[src/design/hog_pkg.sv]
// ----------------------------------------------------------------------------
// HOG cell histogram package
// Shared widths, constants, the square root status type, the absolute difference and the bin selector.
// ----------------------------------------------------------------------------
package hog_pkg;

  localparam int unsigned PIX_W    = 8;
  localparam int unsigned DIFF_W   = PIX_W + 1;
  localparam int unsigned NUM_BINS = 9;
  localparam int unsigned BIN_W    = 4;
  localparam int unsigned SUM_W    = 19;
  localparam int unsigned MAG_W    = 13;
  localparam int unsigned RAD_W    = 2 * MAG_W;
  localparam int unsigned PROD_W   = 43;

  localparam logic [SUM_W-1:0] SUM_MAX = {SUM_W{1'b1}};

  localparam logic [BIN_W-1:0] BIN_HORIZONTAL = 4'd0;
  localparam logic [BIN_W-1:0] BIN_VERTICAL   = 4'd4;
  localparam logic [BIN_W-1:0] BIN_LAST       = 4'd8;

  // Tangents of 20, 40 and 80 degrees in Q32.
  localparam logic [PROD_W-1:0] TAN20_Q32 = 43'd1563240253;
  localparam logic [PROD_W-1:0] TAN40_Q32 = 43'd3603905474;
  localparam logic [PROD_W-1:0] TAN80_Q32 = 43'd24357969942;

  typedef struct packed {
    logic             done;
    logic [MAG_W-1:0] root;
  } sqrt_stat_t;

  function automatic logic [PIX_W-1:0] abs_diff(input logic [DIFF_W-1:0] d);
    abs_diff = d[DIFF_W-1] ? PIX_W'(~d + 9'd1) : d[PIX_W-1:0];
  endfunction

  // Nine 20-degree bins over [0,180). The angle band is counted from the
  // x axis by comparing |gy| against |gx| times each tangent (squares at 60).
  function automatic logic [BIN_W-1:0] pick_bin(input logic [DIFF_W-1:0] gx,
                                                input logic [DIFF_W-1:0] gy);
    logic [PIX_W-1:0]   ax;
    logic [PIX_W-1:0]   ay;
    logic [PROD_W-1:0]  lhs;
    logic [2*PIX_W-1:0] ay2;
    logic [2*PIX_W+1:0] ax2x3;
    logic [2:0]         cnt;
    ax    = abs_diff(gx);
    ay    = abs_diff(gy);
    lhs   = {3'd0, ay, 32'd0};
    ay2   = ay * ay;
    ax2x3 = 18'd3 * (18'(ax) * 18'(ax));
    cnt   = 3'(lhs >= PROD_W'(ax) * TAN20_Q32)
          + 3'(lhs >= PROD_W'(ax) * TAN40_Q32)
          + 3'(18'(ay2) >= ax2x3)
          + 3'(lhs >= PROD_W'(ax) * TAN80_Q32);
    if (gx == '0) begin
      pick_bin = BIN_VERTICAL;
    end else if (gy == '0) begin
      pick_bin = BIN_HORIZONTAL;
    end else if (gx[DIFF_W-1] == gy[DIFF_W-1]) begin
      pick_bin = BIN_W'(cnt);
    end else begin
      pick_bin = BIN_LAST - BIN_W'(cnt);
    end
  endfunction

endpackage

[src/design/hog_isqrt.sv]
// ----------------------------------------------------------------------------
// HOG integer square root
// Restoring digit-by-digit square root, one result bit per cycle.
// ----------------------------------------------------------------------------
module hog_isqrt (
  input  logic                        clk,
  input  logic                        rst_n,
  input  logic                        start,
  input  logic [hog_pkg::RAD_W-1:0]   radicand,
  output hog_pkg::sqrt_stat_t         stat
);

  localparam int unsigned REM_W = hog_pkg::MAG_W + 1;
  localparam int unsigned CNT_W = $clog2(hog_pkg::MAG_W);

  logic [hog_pkg::RAD_W-1:0] rad_r,  rad_nxt;
  logic [REM_W-1:0]          rem_r,  rem_nxt;
  logic [hog_pkg::MAG_W-1:0] root_r, root_nxt;
  logic [CNT_W-1:0]          cnt_r,  cnt_nxt;
  logic                      busy_r, busy_nxt;
  logic                      done_r, done_nxt;

  logic [REM_W+1:0] rem2;
  logic [REM_W+1:0] trial;

  always_comb begin
    rem2     = {rem_r, rad_r[hog_pkg::RAD_W-1 -: 2]};
    trial    = {1'b0, root_r, 2'b01};
    rad_nxt  = rad_r;
    rem_nxt  = rem_r;
    root_nxt = root_r;
    cnt_nxt  = cnt_r;
    busy_nxt = busy_r;
    done_nxt = 1'b0;
    if (start) begin
      rad_nxt  = radicand;
      rem_nxt  = '0;
      root_nxt = '0;
      cnt_nxt  = '0;
      busy_nxt = 1'b1;
    end else if (busy_r) begin
      rad_nxt = {rad_r[hog_pkg::RAD_W-3:0], 2'b00};
      if (rem2 >= trial) begin
        rem_nxt  = REM_W'(rem2 - trial);
        root_nxt = {root_r[hog_pkg::MAG_W-2:0], 1'b1};
      end else begin
        rem_nxt  = rem2[REM_W-1:0];
        root_nxt = {root_r[hog_pkg::MAG_W-2:0], 1'b0};
      end
      cnt_nxt = cnt_r + 1'b1;
      if (cnt_r == CNT_W'(hog_pkg::MAG_W - 1)) begin
        busy_nxt = 1'b0;
        done_nxt = 1'b1;
      end
    end
  end

  always_ff @(posedge clk) begin
    rad_r  <= rad_nxt;
    rem_r  <= rem_nxt;
    root_r <= root_nxt;
    if (!rst_n) begin
      cnt_r  <= '0;
      busy_r <= 1'b0;
      done_r <= 1'b0;
    end else begin
      cnt_r  <= cnt_nxt;
      busy_r <= busy_nxt;
      done_r <= done_nxt;
    end
  end

  assign stat.done = done_r;
  assign stat.root = root_r;

endmodule

[src/design/hog_cell_orientation_histogram_unit.sv]
// ----------------------------------------------------------------------------
// HOG cell orientation histogram unit
// Accumulates gradient magnitudes of a cell's pixels into nine orientation
// bins held in a small memory and emits the bins on the cell's last pixel.
// ----------------------------------------------------------------------------
//   Port group | Direction | Payload
//   in_*       | slave     | four neighbor pixels, in_tlast = cell end
//   out_*      | master    | nine 19-bit bin sums
//
// Each pixel is accepted, then its energy and bin are formed, its root is taken
// bit-serially, and its bin entry is read-modified-written; only then is the
// next pixel accepted. On a cell end the unit waits for the output register to
// be free, reads and clears the nine bin entries in turn, and finishes the result.
// A held result in the output register stalls only the next cell's readout.
// Reset is synchronous; the bin memory reads as zero after it.
module hog_cell_orientation_histogram_unit (
  input  logic          clk,
  input  logic          rst_n,
  input  logic          in_tvalid,
  output logic          in_tready,
  input  logic [31:0]   in_tdata,   // left_pixel, right_pixel, up_pixel, down_pixel
  input  logic          in_tlast,   // cell_end
  output logic          out_tvalid,
  input  logic          out_tready,
  output logic [175:0]  out_tdata   // bin_0 .. bin_8, 19 bits each, zero filled
);

  localparam int unsigned PW = hog_pkg::PIX_W;
  localparam int unsigned DW = hog_pkg::DIFF_W;
  localparam int unsigned SW = hog_pkg::SUM_W;
  localparam int unsigned BW = hog_pkg::BIN_W;

  typedef enum logic [5:0] {
    ST_IDLE  = 6'b000001,
    ST_PREP  = 6'b000010,
    ST_SQRT  = 6'b000100,
    ST_DRAIN = 6'b001000,
    ST_SWEEP = 6'b010000,
    ST_FLUSH = 6'b100000
  } state_t;

  state_t state_r, state_nxt;

  logic [DW-1:0] gx_r, gx_nxt;
  logic [DW-1:0] gy_r, gy_nxt;
  logic          last_r, last_nxt;
  logic [BW-1:0] bin_r, bin_nxt;
  logic [BW-1:0] idx_r, idx_nxt;
  logic          out_valid_r, out_valid_nxt;
  logic          cap_en_r;
  logic [BW-1:0] cap_idx_r;

  logic [SW-1:0] bin_mem [hog_pkg::NUM_BINS];
  logic [hog_pkg::NUM_BINS-1:0] vld_r;
  logic [SW-1:0] rd_data_r;
  logic [SW-1:0] out_bin_r [hog_pkg::NUM_BINS];

  logic [BW-1:0] rd_addr;
  logic          acc_we;
  logic          sweep_clr;
  logic [SW:0]   sum_wide;
  logic [SW-1:0] sum_sat;

  logic                       sqrt_start;
  logic [hog_pkg::RAD_W-1:0]  radicand;
  logic [PW-1:0]              ax, ay;
  logic [2*PW:0]              energy;
  hog_pkg::sqrt_stat_t        sqrt_stat;

  logic out_free;

  assign out_free = !out_valid_r || out_tready;

  assign ax       = hog_pkg::abs_diff(gx_r);
  assign ay       = hog_pkg::abs_diff(gy_r);
  assign energy   = (2*PW+1)'(ax * ax) + (2*PW+1)'(ay * ay);
  assign radicand = hog_pkg::RAD_W'({energy, 8'd0});

  assign sum_wide = {1'b0, rd_data_r} + (SW+1)'(sqrt_stat.root);
  assign sum_sat  = sum_wide[SW] ? hog_pkg::SUM_MAX : sum_wide[SW-1:0];

  hog_isqrt u_isqrt (
    .clk      (clk),
    .rst_n    (rst_n),
    .start    (sqrt_start),
    .radicand (radicand),
    .stat     (sqrt_stat)
  );

  always_comb begin
    state_nxt     = state_r;
    gx_nxt        = gx_r;
    gy_nxt        = gy_r;
    last_nxt      = last_r;
    bin_nxt       = bin_r;
    idx_nxt       = idx_r;
    out_valid_nxt = out_valid_r;
    in_tready     = 1'b0;
    sqrt_start    = 1'b0;
    acc_we        = 1'b0;
    sweep_clr     = 1'b0;
    rd_addr       = bin_r;
    if (out_valid_r && out_tready) begin
      out_valid_nxt = 1'b0;
    end
    unique case (state_r)
      ST_IDLE: begin
        in_tready = 1'b1;
        if (in_tvalid) begin
          gx_nxt    = DW'(in_tdata[15:8]) - DW'(in_tdata[7:0]);
          gy_nxt    = DW'(in_tdata[31:24]) - DW'(in_tdata[23:16]);
          last_nxt  = in_tlast;
          state_nxt = ST_PREP;
        end
      end
      ST_PREP: begin
        sqrt_start = 1'b1;
        bin_nxt    = hog_pkg::pick_bin(gx_r, gy_r);
        state_nxt  = ST_SQRT;
      end
      ST_SQRT: begin
        // The bin entry is read during the root iterations; nothing else
        // writes the memory meanwhile, so the registered read stays current.
        if (sqrt_stat.done) begin
          acc_we    = 1'b1;
          state_nxt = last_r ? ST_DRAIN : ST_IDLE;
        end
      end
      ST_DRAIN: begin
        idx_nxt = '0;
        if (out_free) begin
          state_nxt = ST_SWEEP;
        end
      end
      ST_SWEEP: begin
        rd_addr   = idx_r;
        sweep_clr = 1'b1;
        idx_nxt   = idx_r + 1'b1;
        if (idx_r == hog_pkg::BIN_LAST) begin
          state_nxt = ST_FLUSH;
        end
      end
      ST_FLUSH: begin
        out_valid_nxt = 1'b1;
        state_nxt     = ST_IDLE;
      end
      default: state_nxt = ST_IDLE;
    endcase
  end

  always_ff @(posedge clk) begin
    if (!rst_n) begin
      state_r     <= ST_IDLE;
      out_valid_r <= 1'b0;
      vld_r       <= '0;
      cap_en_r    <= 1'b0;
      last_r      <= 1'b0;
      idx_r       <= '0;
    end else begin
      state_r     <= state_nxt;
      out_valid_r <= out_valid_nxt;
      cap_en_r    <= sweep_clr;
      last_r      <= last_nxt;
      idx_r       <= idx_nxt;
      if (acc_we) begin
        vld_r[bin_r] <= 1'b1;
      end else if (sweep_clr) begin
        vld_r[idx_r] <= 1'b0;
      end
    end
  end

  always_ff @(posedge clk) begin
    gx_r      <= gx_nxt;
    gy_r      <= gy_nxt;
    bin_r     <= bin_nxt;
    cap_idx_r <= idx_r;
    if (cap_en_r) begin
      out_bin_r[cap_idx_r] <= rd_data_r;
    end
  end

  // Bin memory: one write port, one registered read port. An entry whose
  // valid bit is clear reads as zero.
  always_ff @(posedge clk) begin
    if (acc_we) begin
      bin_mem[bin_r] <= sum_sat;
    end
    rd_data_r <= vld_r[rd_addr] ? bin_mem[rd_addr] : '0;
  end

  always_comb begin
    out_tdata = '0;
    for (int k = 0; k < hog_pkg::NUM_BINS; k++) begin
      out_tdata[k*SW +: SW] = out_bin_r[k];
    end
  end

  assign out_tvalid = out_valid_r;

endmodule

[config.mk]
export PLATFORM = sky130hd
export DESIGN_NAME = hog_cell_orientation_histogram_unit
export DESIGN_NICKNAME = d
export VERILOG_FILES = /design/src/design/hog_pkg.sv /design/src/design/hog_isqrt.sv /design/src/design/hog_cell_orientation_histogram_unit.sv
export SDC_FILE = /design/constraint.sdc
export NUM_CORES = 1
export LEC_CHECK = 0
export BUFFER_PORTS_ARGS = -buffer_cell sky130_fd_sc_hd__clkbuf_2
export CELL_PAD_IN_SITES_DETAIL_PLACEMENT = 1
export CELL_PAD_IN_SITES_GLOBAL_PLACEMENT = 2
export CORE_MARGIN = 3
export CORE_UTILIZATION = 41
export DETAILED_ROUTE_END_ITERATION = 16
export PLACE_DENSITY_LB_ADDON = 0.05
export SYNTH_ARGS = -nofsm -noshare
export SYNTH_HDL_FRONTEND = slang
export SYNTH_SLANG_ARGS = --single-unit
[constraint.sdc]
create_clock -name clk -period 16.42 [get_ports clk]
set_input_delay 2.463 -clock clk [delete_from_list [all_inputs] [get_ports clk]]
set_output_delay 2.463 -clock clk [all_outputs]
set_load 0.02 [all_outputs]
==> results of run 1 <==
## stage by stage
step                      setup slack (ns)  cells  instance area [um^2]  hold slack [ns]
after floorplan                       4.40   3515                 36600            0.394
after global placement                3.94   4839                 39300            0.432
after detailed placement              3.62   4839                 39300            0.450
after CTS                             3.55   4932                 41200            0.463
after global routing                  2.76   4932                 41200            0.480
final                                 3.51   4932                 41200            0.459
## Yosys cell counts (43+ instances only)
library cell | instances | area, um^2
fa_1 | 281 | 5630
a21oi_1 | 161 | 806
inv_1 | 510 | 1910
mux2i_1 | 44 | 440
edfxtp_1 | 381 | 11400
nand3_1 | 66 | 330
ha_1 | 435 | 5440
clkbuf_1 | 64 | 240
a21o_1 | 78 | 586
a211oi_1 | 43 | 323
nor2_1 | 223 | 837
xor2_1 | 62 | 543
o21ai_0 | 135 | 676
dfxtp_1 | 79 | 1580
xnor2_1 | 91 | 797
nand2_1 | 320 | 1200
## worst paths after layout
path / endpoint / slack [ns] / depth (start not counted)
max: bin_r[1] / 3.51 / 44
min reg2reg: cap_idx_r[1] / 0.46 / 0
min: cap_idx_r[1] / 0.46 / 0
max reg2reg: bin_r[1] / 3.51 / 44
## final cells by class
cell class	instances	area [um^2]
fill	9695	46500
multi-input combinational	2459	21500
sequential	460	13000
inverter	515	1930
tap	1155	1450
timing repair buffer	250	1350
clock buffer	58	1320
clock inverter	35	573
## metal layers
metal  routed length [um]  vias to the layer above  global-route usage (%)
met5                    0                        -                       0
met4                 3880                        0                    8.03
met3                 5110                      153                    2.87
met2                59700                      664                    45.3
met1                52000                    13995                    33.5
li1                     -                    12597                       -
## cell families after synthesis
family / Yosys count / synth area share [%]
compound gates: 647 / 11.6
buf+inv: 596 / 6.19
flops: 460 / 35.6
simple gates: 887 / 11.4
mux: 49 / 1.36
fa+ha+maj: 717 / 30.2
xor+xnor: 154 / 3.70
other cells: 1 / 0.0102
## worst register-to-register path: cells and delay by family (launching register included)
family                   cells  cell delay, ns
multiplexers                 1            0.13
AND/OR/NAND/NOR             11            2.17
XOR/XNOR                     2            0.33
AO/OA/AOI/OAI               11            3.10
adder cells (fa/ha/maj)     11            4.69
buffers and inverters        8            1.61
flip-flops                   1            0.61
## state kept, by name, summed over array words and instances, names as in the netlist
signal / count
u_isqrt.cnt_r: 4
gx_r: 9
bin_r: 4
cap_idx_r: 4
out_tvalid: 1
idx_r: 4
cap_en_r: 1
u_isqrt.busy_r: 1
gy_r: 9
u_isqrt.done_r: 1
state_r: 6
u_isqrt.rad_r: 18
rd_data_r: 19
last_r: 1
bin_mem: 171
u_isqrt.root_r: 13
u_isqrt.rem_r: 14
out_bin_r: 171
vld_r: 9
==> results_dict.tcl, run 1 <==
set metrics [dict create \
    outcome "finished, final reports clean" \
    maxCapViolations 0 \
    grtUsageTotal_pct 25.8 \
    tns_ns 0 \
    clock-sinks 460 \
    cts_setup_buffers 0 \
    tightest_slew_ns 1.23 \
    hp-start "idx_r[1]" \
    cts_buffers 50 \
    timing.rr.start "gx_r[0]" \
    gp_congestion 0.942 \
    die_w_um 305 \
    via_per_inst 5.56 \
    hold_violations 0 \
    post-route-period-util_pct 78.6 \
    crit_arrival_ns 13.19 \
    min_path_type "register to register" \
    portBuffers 209 \
    end_kind "register" \
    path_buf_inv 8 \
    layout.nets 4489 \
    final_common_cell "inv_1" \
    wl_mm 121 \
    antenna_found_initial 4 \
    async_reset_ff_share_pct 0 \
    setup.worst_path.start "gx_r[0]" \
    dr.pass1.iters 7 \
    skew_ns 0.0803 \
    gr-total-overflow 0 \
    cts_tree "yes" \
    ys_types 88 \
    layout_common_cells "inv_1, ha_1, edfxtp_1" \
    synth_edf_count 381 \
    ant_nets 0 \
    drv_slew 0 \
    ctsHtreeMaxLevel 2 \
    vias 27409 \
    ys_ff_latch 460 \
    worstPathMaxFanout 24 \
    fmax_mhz 77.5 \
    final_util_pct 47.0 \
    grt_pass1_vias 29599 \
    io_pins 215 \
    rsz0062_at_grt "no" \
    clk_path_buf_depth 3 \
    layout-drive-gt1-share_pct 10.8 \
    setup_viol 0 \
    diodes 0 \
    netlist_area_um2 36600 \
    synth_ff_type "edfxtp_1" \
    worstSkewPairLatency_ns 0.64 \
    path_delay_family "adder cells" \
    critPathMaxStageDelay_ns 1.03 \
    area_growth_pct 12.5 \
    startpoint_type "register" \
    drtIter0Drc 1467 \
    start_util_pct 41.8 \
    cp_slowest_cell "fa_1" \
    grt_max_degree 78 \
    cts-root-buf "clkbuf_16" \
    slew-limit-headroom_pct 18.2 \
    ctsHoldBuffers 0 \
    netlist_instances 3511 \
    wl_per_cell_um 24.5 \
    ys_seq_area_share_pct 35.6 \
    crit_path_frequent_cell "ha_1" \
    core_area_um2 87700 \
    dp_hpwl_mm 96.4 \
    syn_avg_cell_area_um2 10.4 \
    cp.required_ns 16.70 \
    ys_warn_count 0 \
    die-area_um2 93000 \
    final.min_clock_period_ns 12.91 \
    post-route-drc-count 0 \
    grt_first_pass_wirelength_mm 184 \
    critical_path_class "register to register" \
    die-height_um 305 \
    cts.clk_slew.worst_paths_ns 0.06 \
    rows 108 \
    cts_resized 0 \
]
Power of run 1 is left out: the tool's default activity adds up to more than one toggle a clock period on the data nets, which glitch-free logic cannot reach.
==> run 2: changes to the inputs <==
--- a/config.mk
+++ b/config.mk
@@ -9,7 +9,7 @@
 export CELL_PAD_IN_SITES_DETAIL_PLACEMENT = 1
 export CELL_PAD_IN_SITES_GLOBAL_PLACEMENT = 2
 export CORE_MARGIN = 3
-export CORE_UTILIZATION = 41
+export CORE_UTILIZATION = 38
 export DETAILED_ROUTE_END_ITERATION = 16
 export PLACE_DENSITY_LB_ADDON = 0.05
 export SYNTH_ARGS = -nofsm -noshare
==> constraint.sdc (replaced) <==
create_clock -name clk -period 10.9 [get_ports clk]
set_input_delay 1.635 -clock clk [delete_from_list [all_inputs] [get_ports clk]]
set_output_delay 1.635 -clock clk [all_outputs]
set_load 0.02 [all_outputs]
==> run 2 against run 1 <==
Net effect:
- design area grew 3.5%
- core utilization shrank 2.2 points
- clock skew shrank 0.043 ns
- critical endpoint is now bin_r[2]
- via count grew 2.0%
- register-to-register slack lost 3.2 ns
- routed wire length grew 7.5%
- worst setup slack lost 3.2 ns
- fmax grew 22%
==> results_dict.tcl, run 2 (synthesis gave the netlist of run 1 again) <==
set metrics [dict create \
    final.min_clock_period_ns 10.55 \
    layout_common_cells "inv_1, ha_1, edfxtp_1" \
    wl_mm 130 \
    min_path_type "register to register" \
    vias 27950 \
    hold_violations 0 \
    outcome "finished, final reports clean" \
    gr-total-overflow 0 \
    slew-limit-headroom_pct 20.5 \
    via_per_inst 5.40 \
    skew_ns 0.0375 \
    cts_buffers 47 \
    clk_path_buf_depth 3 \
    dp_hpwl_mm 104 \
    end_kind "register" \
    drt-met1-wl_mm 59.4 \
    tightest_slew_ns 1.19 \
    final-seq-area_um2 13000 \
    place_inst 5046 \
    antenna_found_initial 4 \
    post-route-drc-count 0 \
    rows 113 \
    wl_per_cell_um 25.0 \
    ctsHtreeMaxLevel 2 \
    grt_max_degree 64 \
    io_pins 215 \
    cts.clk_slew.worst_paths_ns 0.06 \
    critPathMaxStageDelay_ns 0.59 \
    core_area_um2 95300 \
    cts-root-buf "clkbuf_16" \
    fmax_mhz 94.8 \
    gp_congestion 0.912 \
    ctsHoldBuffers 0 \
    startpoint_type "register" \
    cp_slowest_cell "or4_4" \
    grt_pass1_vias 29703 \
    grt_first_pass_wirelength_mm 192 \
    crit_arrival_ns 10.91 \
    die-height_um 316 \
    die_w_um 316 \
    dr_wl_met2_mm 61.6 \
    clock-sinks 460 \
    multi_input_area_um2 22000 \
    post-route-period-util_pct 96.8 \
    area_growth_pct 16.4 \
    crit_path_frequent_cell "fa_1" \
    worstPathMaxFanout 6 \
    final_common_cell "inv_1" \
    drv_slew 0 \
    maxCapViolations 0 \
    ant_nets 0 \
    start_util_pct 38.4 \
    setup_viol 0 \
    dr.pass1.iters 6 \
    layout.nets 4624 \
    drtIter0Drc 1502 \
    route.met3.wl_mm 5.48 \
    critical_path_class "register to register" \
    portBuffers 209 \
    top_regs "bin_mem x171, out_bin_r x171, rd_data_r x19" \
    die-area_um2 100000 \
    n_fill_cell 10591 \
    instances_no_fill 5178 \
    grtUsageTotal_pct 25.7 \
    cts_tree "yes" \
    worstSkewPairLatency_ns 0.61 \
    layout-drive-gt1-share_pct 15.5 \
    routed.top_layer "met5" \
    cp.required_ns 11.26 \
]
## run 2: stage by stage
stage / instance area, um^2 / hold WS [ns] / setup TNS (ns) / util (%) / worst slack (ns)
floorplan: 36700 / 0.394 / 0 / - / 0.00315
global route: 42600 / 0.474 / -0.104 / 44.7 / -0.0758
finish: 42600 / 0.467 / 0 / 44.7 / 0.347
CTS: 42000 / 0.456 / 0 / 44.0 / 0.000681
global placement: 40200 / 0.448 / -0.687 / 42.2 / -0.298
detailed placement: 40200 / 0.447 / -2.39 / 42.2 / -0.736
## run 2: repair_timing
item,in CTS,in global routing
gates cloned,0,0
resized for setup,18,83
pin swaps,7,65
setup endpoints to repair,4,4
setup buffers,6,35
## run 2: path summary, 6_finish.rpt
kind | end | slack [ns] | cells after the start | from
worst max-delay path | bin_r[2] | 0.35 | 41 | gx_r[4]
worst min-delay path | cap_idx_r[1] | 0.47 | 0 | idx_r[1]
worst max register to register | bin_r[2] | 0.35 | 41 | gx_r[4]
worst min register to register | cap_idx_r[1] | 0.47 | 0 | idx_r[1]
## run 2: layout make-up
type                            count  area share (%)
Clock inverter                     31           0.983
Sequential cell                   460            30.6
Timing Repair Buffer              388            5.70
Inverter                          515            4.56
Tap cell                         1265            3.71
Multi-Input combinational cell   2459            51.6
Antenna cell                        3          0.0176
Clock buffer                       57            2.85
## run 2: critical path, delay by kind of cell, from the launching register on
family | cells | cell delay, ns
DFF | 1 | 0.39
and+or+nand+nor | 9 | 2.01
adders and majority gates | 9 | 3.63
buffers and inverters | 5 | 0.46
AOI/OAI and AO/OA | 15 | 3.18
xor gates and xnor gates | 3 | 0.59
## run 2: metal layers
metal	track usage, %	up-vias
met5	0	-
met4	5.78	4
met3	2.59	132
met2	43.3	594
met1	35.9	14351
li1	-	12869
Power of run 2 is left out for the same reason.
